## config.mk

```make
export PLATFORM = sky130hd
export DESIGN_NAME = top4_skin_weight_packer
export DESIGN_NICKNAME = d
export VERILOG_FILES = /design/src/hw/rtl/swp_pkg.sv /design/src/hw/rtl/top4_skin_weight_packer.sv /design/src/hw/rtl/swp_cell.sv /design/src/hw/rtl/swp_quant.sv
export SDC_FILE = /design/constraint.sdc
export NUM_CORES = 2
export LEC_CHECK = 0
export BUFFER_PORTS_ARGS = -buffer_cell sky130_fd_sc_hd__buf_2
export CAP_MARGIN = 20
export CORE_ASPECT_RATIO = 0.7
export CORE_UTILIZATION = 30
export DETAILED_ROUTE_END_ITERATION = 10
export PLACE_DENSITY = 0.47
export SYNTH_ARGS = -nofsm -noshare
export SYNTH_HDL_FRONTEND = slang
export SYNTH_SLANG_ARGS = --single-unit
```

## constraint.sdc

```tcl
create_clock -name clk_i -period 24.6 [get_ports clk_i]
set_input_delay 3.69 -clock clk_i [delete_from_list [all_inputs] [get_ports clk_i]]
set_output_delay 3.69 -clock clk_i [all_outputs]
set_load 0.02 [all_outputs]
```

## src/hw/rtl/swp_pkg.sv

```systemverilog
// ----------------------------------------------------------------------------
// swp_pkg: shared types and constants of the skin weight packer
// Field widths, slot record, result record and status codes.
// ----------------------------------------------------------------------------
package swp_pkg;

  // field widths
  localparam int WEIGHT_W   = 18;
  localparam int JOINT_W    = 8;
  localparam int QUO_W      = 8;
  localparam int BIT_W      = 3;
  localparam int SLOTS_W    = 3;
  localparam int STATUS_W   = 2;
  localparam int JLIM_W     = JOINT_W + 1;
  localparam int OUT_SLOTS  = 4;

  // stream widths, padded to whole bytes
  localparam int IN_TDATA_W  = 32;
  localparam int OUT_TDATA_W = 72;

  // defaults and behavior constants
  localparam int KEPT_SLOTS_DEF = 4;
  localparam int MAX_JOINTS     = 136;
  localparam logic [JOINT_W-1:0] JOINT_COUNT_RST = JOINT_W'(136);
  localparam int QUANT_MAX      = 255;
  localparam int MUL_K          = 2 * QUANT_MAX;

  // one kept influence
  typedef struct packed {
    logic                       vld;
    logic signed [WEIGHT_W-1:0] weight;
    logic [JOINT_W-1:0]         joint;
  } swp_slot_t;

  // result status codes
  typedef enum logic [STATUS_W-1:0] {
    ST_OK         = 2'd0,
    ST_SUM_NONPOS = 2'd1,
    ST_BAD_JOINT  = 2'd2
  } swp_status_e;

  // one packed result, first field in the highest bits
  typedef struct packed {
    swp_status_e                          status;
    logic [SLOTS_W-1:0]                   slots_used;
    logic [OUT_SLOTS-1:0][QUO_W-1:0]      byte_w;
    logic [OUT_SLOTS-1:0][JOINT_W-1:0]    joint;
  } swp_result_t;

endpackage

```

## src/hw/rtl/top4_skin_weight_packer.sv

```systemverilog
// ----------------------------------------------------------------------------
// top4_skin_weight_packer: keeps the strongest joint influences of a vertex
// and packs them into joint indices and 8-bit normalized weights.
// ----------------------------------------------------------------------------
// Influences enter one per cycle while the quantizer is idle, into a row of
// KEPT_SLOTS cells that keeps them sorted by weight. The last influence
// hands the row to the quantizer and the row empties at once; the input then
// stalls while the shared bit-serial divider makes one quotient bit per
// cycle, eight per slot. A vertex with an error status skips the divider and
// stalls the input only through the sum and done states, and either stall
// grows while an earlier result still occupies the output register. The
// finished result waits in an output register, so the next vertex streams in
// while it is still pending on the master side. The joint count register is
// written through the cfg channel, which is always ready.
// ----------------------------------------------------------------------------
module top4_skin_weight_packer
  import swp_pkg::*;
#(
  parameter int KEPT_SLOTS = KEPT_SLOTS_DEF
) (
  input  logic                   clk_i,
  input  logic                   rst_ni,
  // influence stream
  input  logic                   s_axis_tvalid,
  output logic                   s_axis_tready,
  input  logic [IN_TDATA_W-1:0]  s_axis_tdata,  // weight_value[17:0], joint_index[25:18]
  input  logic                   s_axis_tlast,  // last_of_vertex
  // packed vertex stream
  output logic                   m_axis_tvalid,
  input  logic                   m_axis_tready,
  output logic [OUT_TDATA_W-1:0] m_axis_tdata,  // joint_slot0..3, byte_weight0..3,
                                                // slots_used[66:64], status[68:67]
  // joint count register
  input  logic                   cfg_valid_i,
  output logic                   cfg_ready_o,
  input  logic [JOINT_W-1:0]     cfg_data_i
);

  logic signed [WEIGHT_W-1:0] in_weight;
  logic [JOINT_W-1:0]         in_joint;
  logic                       in_req;
  logic                       in_end;
  logic                       cur_bad;
  logic [JOINT_W-1:0]         jcount_q;
  logic                       bad_q;
  logic                       q_busy;
  swp_result_t                result;

  logic                       cell_ins  [KEPT_SLOTS];
  swp_slot_t                  cell_slot [KEPT_SLOTS];
  swp_slot_t                  cell_nxt  [KEPT_SLOTS];

  assign in_weight     = s_axis_tdata[WEIGHT_W-1:0];
  assign in_joint      = s_axis_tdata[WEIGHT_W+JOINT_W-1:WEIGHT_W];
  assign s_axis_tready = !q_busy;
  assign in_req        = s_axis_tvalid && s_axis_tready;
  assign in_end        = in_req && s_axis_tlast;
  assign cfg_ready_o   = 1'b1;

  // joint range check against the smaller of register and hard limit
  assign cur_bad = (in_joint >= jcount_q)
                || ({1'b0, in_joint} >= JLIM_W'(MAX_JOINTS));

  // configuration register and sticky bad-joint flag
  always_ff @(posedge clk_i or negedge rst_ni) begin
    if (!rst_ni) begin
      jcount_q <= JOINT_COUNT_RST;
      bad_q    <= 1'b0;
    end else begin
      if (cfg_valid_i && cfg_ready_o) begin
        jcount_q <= cfg_data_i;
      end
      if (in_end) begin
        bad_q <= 1'b0;
      end else if (in_req) begin
        bad_q <= bad_q || cur_bad;
      end
    end
  end

  // insertion row, strongest slot first
  for (genvar k = 0; k < KEPT_SLOTS; k++) begin : g_row
    logic      left_ins;
    swp_slot_t left_slot;
    if (k == 0) begin : g_head
      assign left_ins  = 1'b0;
      assign left_slot = '0;
    end else begin : g_link
      assign left_ins  = cell_ins[k-1];
      assign left_slot = cell_slot[k-1];
    end
    swp_cell u_slot (
      .clk_i       (clk_i),
      .rst_ni      (rst_ni),
      .en_i        (in_req),
      .clr_i       (s_axis_tlast),
      .weight_i    (in_weight),
      .joint_i     (in_joint),
      .left_ins_i  (left_ins),
      .left_slot_i (left_slot),
      .ins_o       (cell_ins[k]),
      .slot_o      (cell_slot[k]),
      .nxt_o       (cell_nxt[k])
    );
  end

  // per-vertex quantizer and output register
  swp_quant #(
    .KEPT_SLOTS (KEPT_SLOTS)
  ) u_quant (
    .clk_i       (clk_i),
    .rst_ni      (rst_ni),
    .load_i      (in_end),
    .slots_i     (cell_nxt),
    .bad_i       (bad_q || cur_bad),
    .busy_o      (q_busy),
    .out_valid_o (m_axis_tvalid),
    .out_ready_i (m_axis_tready),
    .result_o    (result)
  );

  assign m_axis_tdata = {{(OUT_TDATA_W - $bits(swp_result_t)){1'b0}}, result};

`ifndef NO_ASSERTIONS
  // the quantizer takes the vertex, so input stalls right after it
  a_end_stalls: assert property (@(posedge clk_i) disable iff (!rst_ni)
    in_end |=> !s_axis_tready)
    else $error("input not stalled after last influence");

  // row is empty for the next vertex
  a_end_clears: assert property (@(posedge clk_i) disable iff (!rst_ni)
    in_end |=> !cell_slot[0].vld)
    else $error("insertion row not cleared after last influence");

  // a result always reports at least one slot
  a_slots_nonzero: assert property (@(posedge clk_i) disable iff (!rst_ni)
    m_axis_tvalid |-> (result.slots_used != '0))
    else $error("result with no used slot");

  // kept slots stay packed and in descending order
  for (genvar k = 1; k < KEPT_SLOTS; k++) begin : g_chk
    a_packed: assert property (@(posedge clk_i) disable iff (!rst_ni)
      cell_slot[k].vld |-> cell_slot[k-1].vld)
      else $error("gap in kept slots");
    a_sorted: assert property (@(posedge clk_i) disable iff (!rst_ni)
      cell_slot[k].vld |-> (cell_slot[k-1].weight >= cell_slot[k].weight))
      else $error("kept slots out of order");
  end
`endif

endmodule

```

## src/hw/rtl/swp_cell.sv

```systemverilog
// ----------------------------------------------------------------------------
// swp_cell: one slot of the top-k insertion row
// Holds one kept influence; on a request it keeps its entry, takes the new
// influence, or takes the entry of its left neighbor that was pushed down.
// ----------------------------------------------------------------------------
module swp_cell
  import swp_pkg::*;
(
  input  logic                       clk_i,
  input  logic                       rst_ni,
  input  logic                       en_i,
  input  logic                       clr_i,
  input  logic signed [WEIGHT_W-1:0] weight_i,
  input  logic [JOINT_W-1:0]         joint_i,
  input  logic                       left_ins_i,
  input  swp_slot_t                  left_slot_i,
  output logic                       ins_o,
  output swp_slot_t                  slot_o,
  output swp_slot_t                  nxt_o
);

  swp_slot_t slot_q;
  swp_slot_t new_slot;

  // strictly larger weight wins, so an equal weight stays behind the earlier one
  assign ins_o  = !slot_q.vld || (weight_i > slot_q.weight);
  assign slot_o = slot_q;

  // next content if the request is taken
  always_comb begin
    new_slot.vld    = 1'b1;
    new_slot.weight = weight_i;
    new_slot.joint  = joint_i;
    if (!ins_o) begin
      nxt_o = slot_q;
    end else if (left_ins_i) begin
      nxt_o = left_slot_i;
    end else begin
      nxt_o = new_slot;
    end
  end

  // slot register, emptied after the last influence of a vertex
  always_ff @(posedge clk_i or negedge rst_ni) begin
    if (!rst_ni) begin
      slot_q <= '0;
    end else if (en_i) begin
      slot_q <= clr_i ? swp_slot_t'('0) : nxt_o;
    end
  end

endmodule

```

## src/hw/rtl/swp_quant.sv

```systemverilog
// ----------------------------------------------------------------------------
// swp_quant: per-vertex weight quantizer
// Sums the kept weights, divides each by the sum one quotient bit per cycle,
// applies the residual to slot 0 and holds the result in an output register.
// ----------------------------------------------------------------------------
module swp_quant
  import swp_pkg::*;
#(
  parameter int KEPT_SLOTS = KEPT_SLOTS_DEF
) (
  input  logic        clk_i,
  input  logic        rst_ni,
  input  logic        load_i,
  input  swp_slot_t   slots_i [KEPT_SLOTS],
  input  logic        bad_i,
  output logic        busy_o,
  output logic        out_valid_o,
  input  logic        out_ready_i,
  output swp_result_t result_o
);

  localparam int SUM_W   = WEIGHT_W + $clog2(KEPT_SLOTS) + 1;
  localparam int QW      = SUM_W + QUO_W;
  localparam int IDX_W   = (KEPT_SLOTS > 1) ? $clog2(KEPT_SLOTS) : 1;
  localparam int CNT_W   = $clog2(KEPT_SLOTS + 1);
  localparam int TOT_W   = QUO_W + $clog2(KEPT_SLOTS) + 1;
  localparam int FIX_W   = TOT_W + 2;
  localparam int NUM_OUT = (KEPT_SLOTS < OUT_SLOTS) ? KEPT_SLOTS : OUT_SLOTS;

  typedef enum logic [2:0] {
    S_IDLE,
    S_SUM,
    S_LOAD,
    S_DIV,
    S_STORE,
    S_FIX,
    S_DONE
  } state_e;

  state_e                   state_q;
  swp_slot_t                slot_q [KEPT_SLOTS];
  logic [QUO_W-1:0]         q_q    [KEPT_SLOTS];
  logic                     bad_q;
  logic signed [SUM_W-1:0]  sum_q;
  swp_status_e              status_q;
  logic [CNT_W-1:0]         cnt_q;
  logic [IDX_W-1:0]         idx_q;
  logic [BIT_W-1:0]         bit_q;
  logic [QW-1:0]            r_q;
  logic [QW-1:0]            dsh_q;
  logic [QUO_W-1:0]         quo_q;
  logic                     out_valid_q;
  swp_result_t              result_q;

  logic signed [SUM_W-1:0]  sum_c;
  logic [CNT_W-1:0]         cnt_c;
  swp_status_e              status_c;
  swp_slot_t                cur;
  logic [WEIGHT_W-2:0]      wpos;
  logic [QW-1:0]            num_c;
  logic [QW-1:0]            dinit_c;
  logic                     ge;
  logic [QUO_W-1:0]         qval_c;
  logic [TOT_W-1:0]         total_c;
  logic signed [FIX_W-1:0]  fix_c;
  logic [QUO_W-1:0]         fix_clamp;
  swp_result_t              res_c;

  // sum, count and status over the captured slots
  always_comb begin
    sum_c = '0;
    cnt_c = '0;
    for (int k = 0; k < KEPT_SLOTS; k++) begin
      if (slot_q[k].vld) begin
        sum_c = sum_c + SUM_W'(slot_q[k].weight);
        cnt_c = cnt_c + CNT_W'(1);
      end
    end
    if (bad_q) begin
      status_c = ST_BAD_JOINT;
    end else if (sum_c[SUM_W-1] || (sum_c == '0)) begin
      status_c = ST_SUM_NONPOS;
    end else begin
      status_c = ST_OK;
    end
  end

  // dividend 2*w*255 + sum and divisor 2*sum aligned to the top quotient bit
  always_comb begin
    cur     = slot_q[idx_q];
    wpos    = (cur.weight > 0) ? cur.weight[WEIGHT_W-2:0] : '0;
    num_c   = QW'(MUL_K) * QW'(wpos) + QW'($unsigned(sum_q));
    dinit_c = QW'($unsigned(sum_q)) << QUO_W;
    ge      = (r_q >= dsh_q);
  end

  // quantized weight of the current slot
  always_comb begin
    if (!cur.vld || !(cur.weight > 0)) begin
      qval_c = '0;
    end else if (SUM_W'(cur.weight) >= sum_q) begin
      qval_c = QUO_W'(QUANT_MAX);
    end else begin
      qval_c = quo_q;
    end
  end

  // residual correction on slot 0
  always_comb begin
    total_c = '0;
    for (int k = 0; k < KEPT_SLOTS; k++) begin
      total_c = total_c + TOT_W'(q_q[k]);
    end
    fix_c = signed'(FIX_W'(q_q[0])) + signed'(FIX_W'(QUANT_MAX))
          - signed'(FIX_W'(total_c));
    if (fix_c[FIX_W-1]) begin
      fix_clamp = '0;
    end else if (fix_c > signed'(FIX_W'(QUANT_MAX))) begin
      fix_clamp = QUO_W'(QUANT_MAX);
    end else begin
      fix_clamp = fix_c[QUO_W-1:0];
    end
  end

  // result assembly, unused slots read as zero
  always_comb begin
    res_c            = '0;
    res_c.status     = status_q;
    res_c.slots_used = SLOTS_W'(cnt_q);
    for (int k = 0; k < NUM_OUT; k++) begin
      if (slot_q[k].vld) begin
        res_c.joint[k]  = slot_q[k].joint;
        res_c.byte_w[k] = q_q[k];
      end
    end
  end

  // sequencer with output register
  always_ff @(posedge clk_i or negedge rst_ni) begin
    if (!rst_ni) begin
      state_q     <= S_IDLE;
      out_valid_q <= 1'b0;
      result_q    <= '0;
      bad_q       <= 1'b0;
      sum_q       <= '0;
      status_q    <= ST_OK;
      cnt_q       <= '0;
      idx_q       <= '0;
      bit_q       <= '0;
      r_q         <= '0;
      dsh_q       <= '0;
      quo_q       <= '0;
      for (int k = 0; k < KEPT_SLOTS; k++) begin
        slot_q[k] <= '0;
        q_q[k]    <= '0;
      end
    end else begin
      if (out_valid_q && out_ready_i && (state_q != S_DONE)) begin
        out_valid_q <= 1'b0;
      end
      unique case (state_q)
        S_IDLE: begin
          if (load_i) begin
            for (int k = 0; k < KEPT_SLOTS; k++) begin
              slot_q[k] <= slots_i[k];
            end
            bad_q   <= bad_i;
            state_q <= S_SUM;
          end
        end
        S_SUM: begin
          sum_q    <= sum_c;
          status_q <= status_c;
          cnt_q    <= cnt_c;
          idx_q    <= '0;
          for (int k = 0; k < KEPT_SLOTS; k++) begin
            q_q[k] <= '0;
          end
          state_q  <= (status_c == ST_OK) ? S_LOAD : S_DONE;
        end
        S_LOAD: begin
          r_q     <= num_c;
          dsh_q   <= dinit_c;
          bit_q   <= BIT_W'(QUO_W - 1);
          state_q <= S_DIV;
        end
        S_DIV: begin
          if (ge) begin
            r_q <= r_q - dsh_q;
          end
          quo_q <= {quo_q[QUO_W-2:0], ge};
          dsh_q <= dsh_q >> 1;
          bit_q <= bit_q - BIT_W'(1);
          if (bit_q == '0) begin
            state_q <= S_STORE;
          end
        end
        S_STORE: begin
          q_q[idx_q] <= qval_c;
          if (idx_q == IDX_W'(KEPT_SLOTS - 1)) begin
            state_q <= S_FIX;
          end else begin
            idx_q   <= idx_q + IDX_W'(1);
            state_q <= S_LOAD;
          end
        end
        S_FIX: begin
          q_q[0]  <= fix_clamp;
          state_q <= S_DONE;
        end
        S_DONE: begin
          if (!out_valid_q || out_ready_i) begin
            result_q    <= res_c;
            out_valid_q <= 1'b1;
            state_q     <= S_IDLE;
          end
        end
        default: state_q <= S_IDLE;
      endcase
    end
  end

  assign busy_o      = (state_q != S_IDLE);
  assign out_valid_o = out_valid_q;
  assign result_o    = result_q;

endmodule
```

== After elaboration in Yosys (flattened, before gate mapping) ==
Cells that the tools add are included.

* Bits of input ports: 46
* Register bits after elaboration: 428

* Reductions and logical operators: 36
* Bitwise operators: 1
* Mux-type cells: 59
* Multipliers: 1
* Equal/unequal tests: 13
* Add/subtract/negate cells: 15
* Order comparisons: 12

{| class="wikitable"
|+ Operators with widths
! kind !! number
|-
| 2-to-1 mux 27 bit || 13
|-
| case mux 29 bit (2 select lines) || 2
|-
| 2-to-1 mux 8 bit || 13
|-
| 2-to-1 mux 21 bit || 4
|-
| > comparator 18 bit || 4
|-
| adder 21 x 18 -> 21 bit || 3
|-
| binary-select mux 27 bit (select 2 bit) || 1
|-
| case mux 24 bit (2 select lines) || 1
|-
| bitwise mux 32 bit || 1
|-
| >= comparator 29 bit || 1
|-
| 2-to-1 mux 29 bit || 1
|-
| subtractor 29 bit || 1
|-
| adder 26 x 21 -> 27 bit || 1
|-
| multiplier 8 x 17 -> 25 bit, first input constant || 1
|-
| 2-to-1 mux 3 bit || 8
|-
| case mux 8 bit (3 select lines) || 1
|-
| adder 11 x 8 -> 11 bit || 2
|-
| >= comparator 18 x 21 -> 1 bit || 1
|-
| zero test 21 bit || 1
|-
| case mux 3 bit (7 select lines) || 1
|-
| > comparator 18 x 1 -> 1 bit, second input constant || 1
|-
| 2-to-1 mux 17 bit || 1
|-
| demux 8 bit (select 2 bit) || 1
|-
| > comparator 13 x 9 -> 1 bit, second input constant || 1
|-
| 32 further kinds || 72
|}

== Depth between registers and ports, before layout ==
* Depth in word-level cells: 14
* Mapped depth: 41
* Mapped depth without buffers: 38

== Hierarchy ==
A second synthesis with hierarchy kept.

* Cells, all modules: 3,802
* Area, all modules: 34,774.6 µm²

{| class="wikitable"
|+ Modules (own cells, without submodules)
! module !! seq. area each (µm²) !! cells each !! times used !! area an instance (µm²)
|-
| swp_quant || 7,782.5 || 2,736 || 1 || 24,837.6
|-
| swp_cell at g_row[1].u_slot ... || 675.6 || 208 || 3 || 2,179.6
|-
| swp_cell at g_row[0].u_slot || 675.6 || 377 || 1 || 2,803.9
|-
| top4_skin_weight_packer || 227.7 || 65 || 1 || 594.3
|}

== Least setup slack after synthesis ==
No wires, ideal clock.

* Path type: register to register
* Start: register u_quant.idx_q[0]
* End: register u_quant.r_q[25]
* Data arrival time: 8.262 ns
* Path buffers: 3
* Stages on the path, launching flop included: 38
* Required time: 24.484 ns
* Period minus slack after synthesis: 8.378 ns
* Slack: 16.222 ns
* Library setup time: 0.116 ns
* Cells stage by stage: dfrtp_1 clkbuf_1 buf_1 mux4_2 nor4_1 nand4_1 nor4_1 nor2_1 clkbuf_1 nand2_1 inv_1 fa_1 inv_1 fa_1 inv_1 fa_1 inv_1 fa_1 [... 2 more ...] o21ai_0 nand2b_1 a31o_2 a21oi_1 nor2b_1 o21a_1 o21ai_0 nand2b_1 a21oi_1 xnor2_1 ha_1 nand3_1 a311oi_1 nor2_1 o21ai_0 nand4_1 xnor2_1 o311ai_0

* Cells in the longest elaborated chain, start to end: 9

{| class="wikitable"
|+ RTL lines
! element !! line !! text
|-
| start: declaration || swp_quant.sv:47 || <nowiki>logic [IDX_W-1:0] idx_q;</nowiki>
|-
| start signal: assignment || swp_quant.sv:203 || <nowiki>idx_q <= idx_q + IDX_W'(1);</nowiki>
|-
| NOT 2 -> 3 bit (implied by the code) * || swp_quant.sv:90 || <nowiki>cur = slot_q[idx_q];</nowiki>
|-
| binary-select mux 27 bit (select 2 bit) * || swp_quant.sv:90 ||
|-
| 2-to-1 mux 27 bit (implied by the code) * (2 in series) || swp_quant.sv:90 ||
|-
| > comparator 18 x 1 -> 1 bit || swp_quant.sv:91 || <nowiki>wpos = (cur.weight > 0) ? cur.weight[WEIGHT_W-2:0] : '0;</nowiki>
|-
| 2-to-1 mux 17 bit * || swp_quant.sv:91 ||
|-
| multiplier 8 x 17 -> 25 bit * || swp_quant.sv:92 || <nowiki>num_c = QW'(MUL_K) * QW'(wpos) + QW'($unsigned(sum_q));</nowiki>
|-
| adder 26 x 21 -> 27 bit * || swp_quant.sv:92 ||
|-
| case mux 29 bit (2 select lines) * || swp_quant.sv:161 || <nowiki>unique case (state_q)</nowiki>
|-
| end signal: assignment || swp_quant.sv:182 || <nowiki>r_q <= num_c;</nowiki>
|-
| end signal: assignment || swp_quant.sv:189 || <nowiki>r_q <= r_q - dsh_q;</nowiki>
|-
| end: declaration || swp_quant.sv:49 || <nowiki>logic [QW-1:0] r_q;</nowiki>
|}

Mark *: on every way between the ends. The rest lies on a longest branch, timed or not. The select of a mux whose other input is x is not followed.
A chain may end at the register's enable or synchronous reset.

== Final worst setup path ==
Same ends and word-level chain as after synthesis.

==> Implementation_results.wiki <==
{| class="wikitable"
! Metric !! Value
|-
| Number of instances resized during post-cts repair || 0
|-
| CTS tree || yes
|-
| Post-synth top area share || 32.3%
|-
| Via-to-Cell Ratio || 5.21
|-
| CP startpoint kind || flop
|-
| Number of global-route vias before repair || 26000
|-
| Critical path's slowest cell || sky130_fd_sc_hd__nor4_1
|-
| Number of nets in the layout || 4249
|-
| DPL Wire Length || 79.5 mm
|-
| Die Ht || 280 um
|-
| Worst-path clk slew || 0.07 ns
|-
| Wire length of the first global-routing pass || 164 mm
|-
| Total Die Area || 0.112 sq mm
|-
| Crit path max fanout || 24
|-
| Most prevalent standard cell on the critical path || sky130_fd_sc_hd__inv_1
|-
| Largest net degree at the start of global routing || 113
|-
| Worst endpoint data arrival time || 10.49 ns
|-
| Total number of placement rows || 101
|-
| Share of async-settable or async-resettable flops after synthesis || 100%
|-
| Postcts setup bufs || 0
|-
| Maximum achievable frequency || 100 MHz
|-
| Prevailing post-synth register cell || sky130_fd_sc_hd__dfrtp_1
|-
| Final worst path period share || 40.6%
|-
| Fraction of final layout cells with drive strength greater than 1 || 9.18%
|-
| Deepest level of the CTS H-tree || 2
|-
| Clock Path Buffers || 3
|-
| Mean area per synthesized cell || 8.68 sq um
|-
| Leading post-synthesis cells by cell area || sky130_fd_sc_hd__dfrtp_1, sky130_fd_sc_hd__ha_1, sky130_fd_sc_hd__nand2_1
|-
| Overall global routing resource usage || 18.9%
|-
| Number of antenna violations at the first check in global routing || 0
|-
| Routed wire length per instance || 19.9 um
|-
| Worst-skew pair later-pin latency || 0.64 ns
|-
| Number of antenna-violating nets in the routed design || 0
|-
| Setup TNS after final layout || 0 ns
|-
| Number of max-slew violations in the final report || 0
|-
| Clk Tree Root Cell || sky130_fd_sc_hd__clkbuf_16
|-
| Data required time of the critical path || 25.09 ns
|-
| Final Setup Violations || 0
|-
| Max_slew headroom || 26.0%
|-
| Count of buffers inserted at the top-level ports || 110
|-
| Remaining global-route overflow || 0
|-
| Floorplan Core Area || 0.109 sq mm
|-
| Unrepaired setup endpoints after global routing || false
|-
| Yosys synthesis warning count || 0
|-
| Hold buffers post-CTS || 0
|-
| Category of the most critical setup path || flop to flop
|-
| Number of buffers and inverters on the critical path || 7
|-
| Number of fill cells in the layout || 11300
|-
| Count of TritonRoute iterations in the first routing pass || 5
|-
| Worst hold-check path type || flop to flop
|-
| Count of routing violations after the opening detailed-route iteration || 2142
|-
| Total count of hold-check failures in the final report || 0
|-
| Die width || 399 um
|-
| Overall routed net length || 105 mm
|-
| Initial core utilization || 30.4%
|-
| Count of clock tree sinks || 428
|-
| Worst clock skew || 0.0398 ns
|-
| Top delay family on crit path || adder cells
|-
| Count of different cell masters after synthesis || 90
|-
| Total clock buffers created by CTS || 48
|-
| Sequential cell area fraction in the yosys report || 32.4%
|-
| Highest cell delay on the worst timing path || 0.73 ns
|-
| Min Tclk post-route || 10.0 ns
|-
| Remaining routing DRC violations || 0
|-
| Area grow syn2layout || 11.5%
|-
| Boundary Pins || 121
|-
| Status || completed
|-
| Number of storage elements in the synthesis netlist || 428
|-
| Post-Syn Area || 0.0330 sq mm
|-
| Last weighted congestion value of the routability-driven placer || 0.847
|-
| Pin slew with the least headroom to its limit || 1.11 ns
|-
| Number of inserted diodes || 0
|-
| Number of max-cap violations || 0
|-
| DR vias || 27600
|-
| Critical path capture point type || flop
|-
| Number of enable flip-flop cells after synthesis || 0
|-
| Post-Synthesis Cells || 3807
|-
| Largest area contributor in the netlist || sky130_fd_sc_hd__dfrtp_1
|}
==> layout by cell type (no fill, tap or decap), types with 27 or more instances in the layout <==
| master | n |
|---|---|
| sky130_fd_sc_hd__clkbuf_16 | 48 |
| sky130_fd_sc_hd__a22o_1 | 60 |
| sky130_fd_sc_hd__buf_2 | 109 |
| sky130_fd_sc_hd__mux2_2 | 62 |
| sky130_fd_sc_hd__o211ai_1 | 35 |
| sky130_fd_sc_hd__a22oi_1 | 48 |
| sky130_fd_sc_hd__ha_1 | 289 |
| sky130_fd_sc_hd__xnor2_1 | 74 |
| sky130_fd_sc_hd__dfrtp_1 | 421 |
| sky130_fd_sc_hd__nand3_1 | 123 |
| sky130_fd_sc_hd__nor3_1 | 35 |
| sky130_fd_sc_hd__nand4_1 | 32 |
| sky130_fd_sc_hd__inv_1 | 365 |
| sky130_fd_sc_hd__o21a_1 | 38 |
| sky130_fd_sc_hd__mux2i_1 | 55 |
| sky130_fd_sc_hd__a31oi_1 | 46 |
| sky130_fd_sc_hd__o21ai_0 | 305 |
| sky130_fd_sc_hd__nand2b_1 | 40 |
| sky130_fd_sc_hd__and2_1 | 27 |
| sky130_fd_sc_hd__a21o_1 | 111 |
| sky130_fd_sc_hd__fa_1 | 88 |
| sky130_fd_sc_hd__o31ai_1 | 31 |
| sky130_fd_sc_hd__nand2_1 | 522 |
| sky130_fd_sc_hd__xor2_1 | 53 |
| sky130_fd_sc_hd__buf_4 | 42 |
| sky130_fd_sc_hd__nor2b_1 | 31 |
| sky130_fd_sc_hd__a21oi_1 | 182 |
| sky130_fd_sc_hd__nor2_1 | 204 |
==> path summary, 6_finish.rpt <==
path / start / endpoint / slack, ns / depth (start not counted)
max reg2reg: u_quant.idx_q[0]$_DFFE_PN0P_ / u_quant.r_q[25]$_DFFE_PN0P_ / 14.61 / 36
min in group asynchronous: rst_ni / u_quant.result_o[1]$_DFFE_PN0P_ / 3.11 / 1
max in group asynchronous: rst_ni / u_quant.r_q[22]$_DFFE_PN0P_ / 18.89 / 4
max: u_quant.idx_q[0]$_DFFE_PN0P_ / u_quant.r_q[25]$_DFFE_PN0P_ / 14.61 / 36
min reg2reg: u_quant.result_o[19]$_DFFE_PN0P_ / u_quant.result_o[19]$_DFFE_PN0P_ / 0.46 / 2
min: u_quant.result_o[19]$_DFFE_PN0P_ / u_quant.result_o[19]$_DFFE_PN0P_ / 0.46 / 2
==> state kept, by name, indices dropped and copies added, names as in the netlist <==
register	count
g_row.u_slot.slot_o	108
u_quant.slot_q	108
u_quant.result_o	69
u_quant.q_q	32
u_quant.dsh_q	29
u_quant.r_q	29
u_quant.sum_q	21
jcount_q	8
u_quant.quo_q	8
u_quant.bit_q	3
u_quant.cnt_q	3
u_quant.state_q	3
u_quant.idx_q	2
u_quant.status_q	2
bad_q	1
u_quant.bad_q	1
u_quant.out_valid_o	1
==> cell type report <==
class	count	area [sq um]	share of cell area, %
Multi-Input combinational cell	2826	20300	55.2
Clock inverter	21	334	0.907
Tap cell	1442	1800	4.90
Timing Repair Buffer	153	883	2.40
Clock buffer	69	1380	3.75
Inverter	369	1390	3.76
Sequential cell	428	10700	29.1
==> cell usage after synthesis (13+ instances only) <==
cell,instances
sky130_fd_sc_hd__nand2_1,524
sky130_fd_sc_hd__dfrtp_1,426
sky130_fd_sc_hd__inv_1,366
sky130_fd_sc_hd__o21ai_0,305
sky130_fd_sc_hd__ha_1,289
sky130_fd_sc_hd__nor2_1,208
sky130_fd_sc_hd__a21oi_1,182
sky130_fd_sc_hd__clkbuf_1,148
sky130_fd_sc_hd__nand3_1,123
sky130_fd_sc_hd__a21o_1,111
sky130_fd_sc_hd__fa_1,88
sky130_fd_sc_hd__xnor2_1,74
sky130_fd_sc_hd__mux2_2,62
sky130_fd_sc_hd__a22o_1,60
sky130_fd_sc_hd__mux2i_1,55
sky130_fd_sc_hd__xor2_1,53
sky130_fd_sc_hd__a22oi_1,48
sky130_fd_sc_hd__a31oi_1,47
sky130_fd_sc_hd__nand2b_1,42
sky130_fd_sc_hd__o21a_1,38
sky130_fd_sc_hd__nor3_1,35
sky130_fd_sc_hd__o211ai_1,35
sky130_fd_sc_hd__nand4_1,32
sky130_fd_sc_hd__nor2b_1,32
sky130_fd_sc_hd__o31ai_1,32
sky130_fd_sc_hd__and2_1,27
sky130_fd_sc_hd__a21boi_0,24
sky130_fd_sc_hd__a32o_1,24
sky130_fd_sc_hd__and3_1,23
sky130_fd_sc_hd__a211oi_1,21
sky130_fd_sc_hd__buf_1,20
sky130_fd_sc_hd__mux4_2,19
sky130_fd_sc_hd__nor4_1,18
sky130_fd_sc_hd__o21bai_1,18
sky130_fd_sc_hd__o22ai_1,17
sky130_fd_sc_hd__or3_1,16
sky130_fd_sc_hd__buf_2,13
==> metal layers <==
metal | vias up | share of wire, % | global-route usage (%) | wire length, um
met3 | 81 | 6.3 | 3.43 | 6690
met4 | 0 | 1.3 | 3.19 | 1350
met1 | 13500 | 55 | 31.5 | 58000
met2 | 678 | 37 | 24.6 | 39400
li1 | 13400 | - | - | -
met5 | - | 0 | 0 | 0
==> through the flow <==
step / std cells / setup WS (ns) / cell area (sq um) / hold WS (ns) / utilization [%]
2_1_floorplan: 3809 / 16.22 / 33100 / 0.439 / -
3_5_place_dp: 5217 / 14.91 / 35100 / 0.452 / 32.3
5_1_grt: 5308 / 13.84 / 36800 / 0.486 / 33.9
3_3_place_gp: 5217 / 14.95 / 35100 / 0.448 / 32.3
4_1_cts: 5307 / 14.81 / 36800 / 0.466 / 33.8
6_report: 5308 / 14.61 / 36800 / 0.460 / 33.9
==> cells by family (layout without fill, tap and decap cells) <==
family	after synthesis	count (layout)	synth area share, %
AOI/OAI and AO/OA	1059	1059	21.0
and+or+nand+nor	1120	1120	15.3
buffers and inverters	555	612	6.42
DFF	428	428	32.4
other	2	4	0.0227
muxes	137	137	5.12
adders and majority gates	378	378	16.3
xor gates and xnor gates	128	128	3.43
==> worst min-delay path, delay by kind of cell, from the launching register on <==
kind	cells	cell delay, ns
DFF	1	0.34
and+or+nand+nor	2	0.09
Power is not shown: default switching activity piles up to over one toggle a cycle in this logic, so the estimate is an artifact.
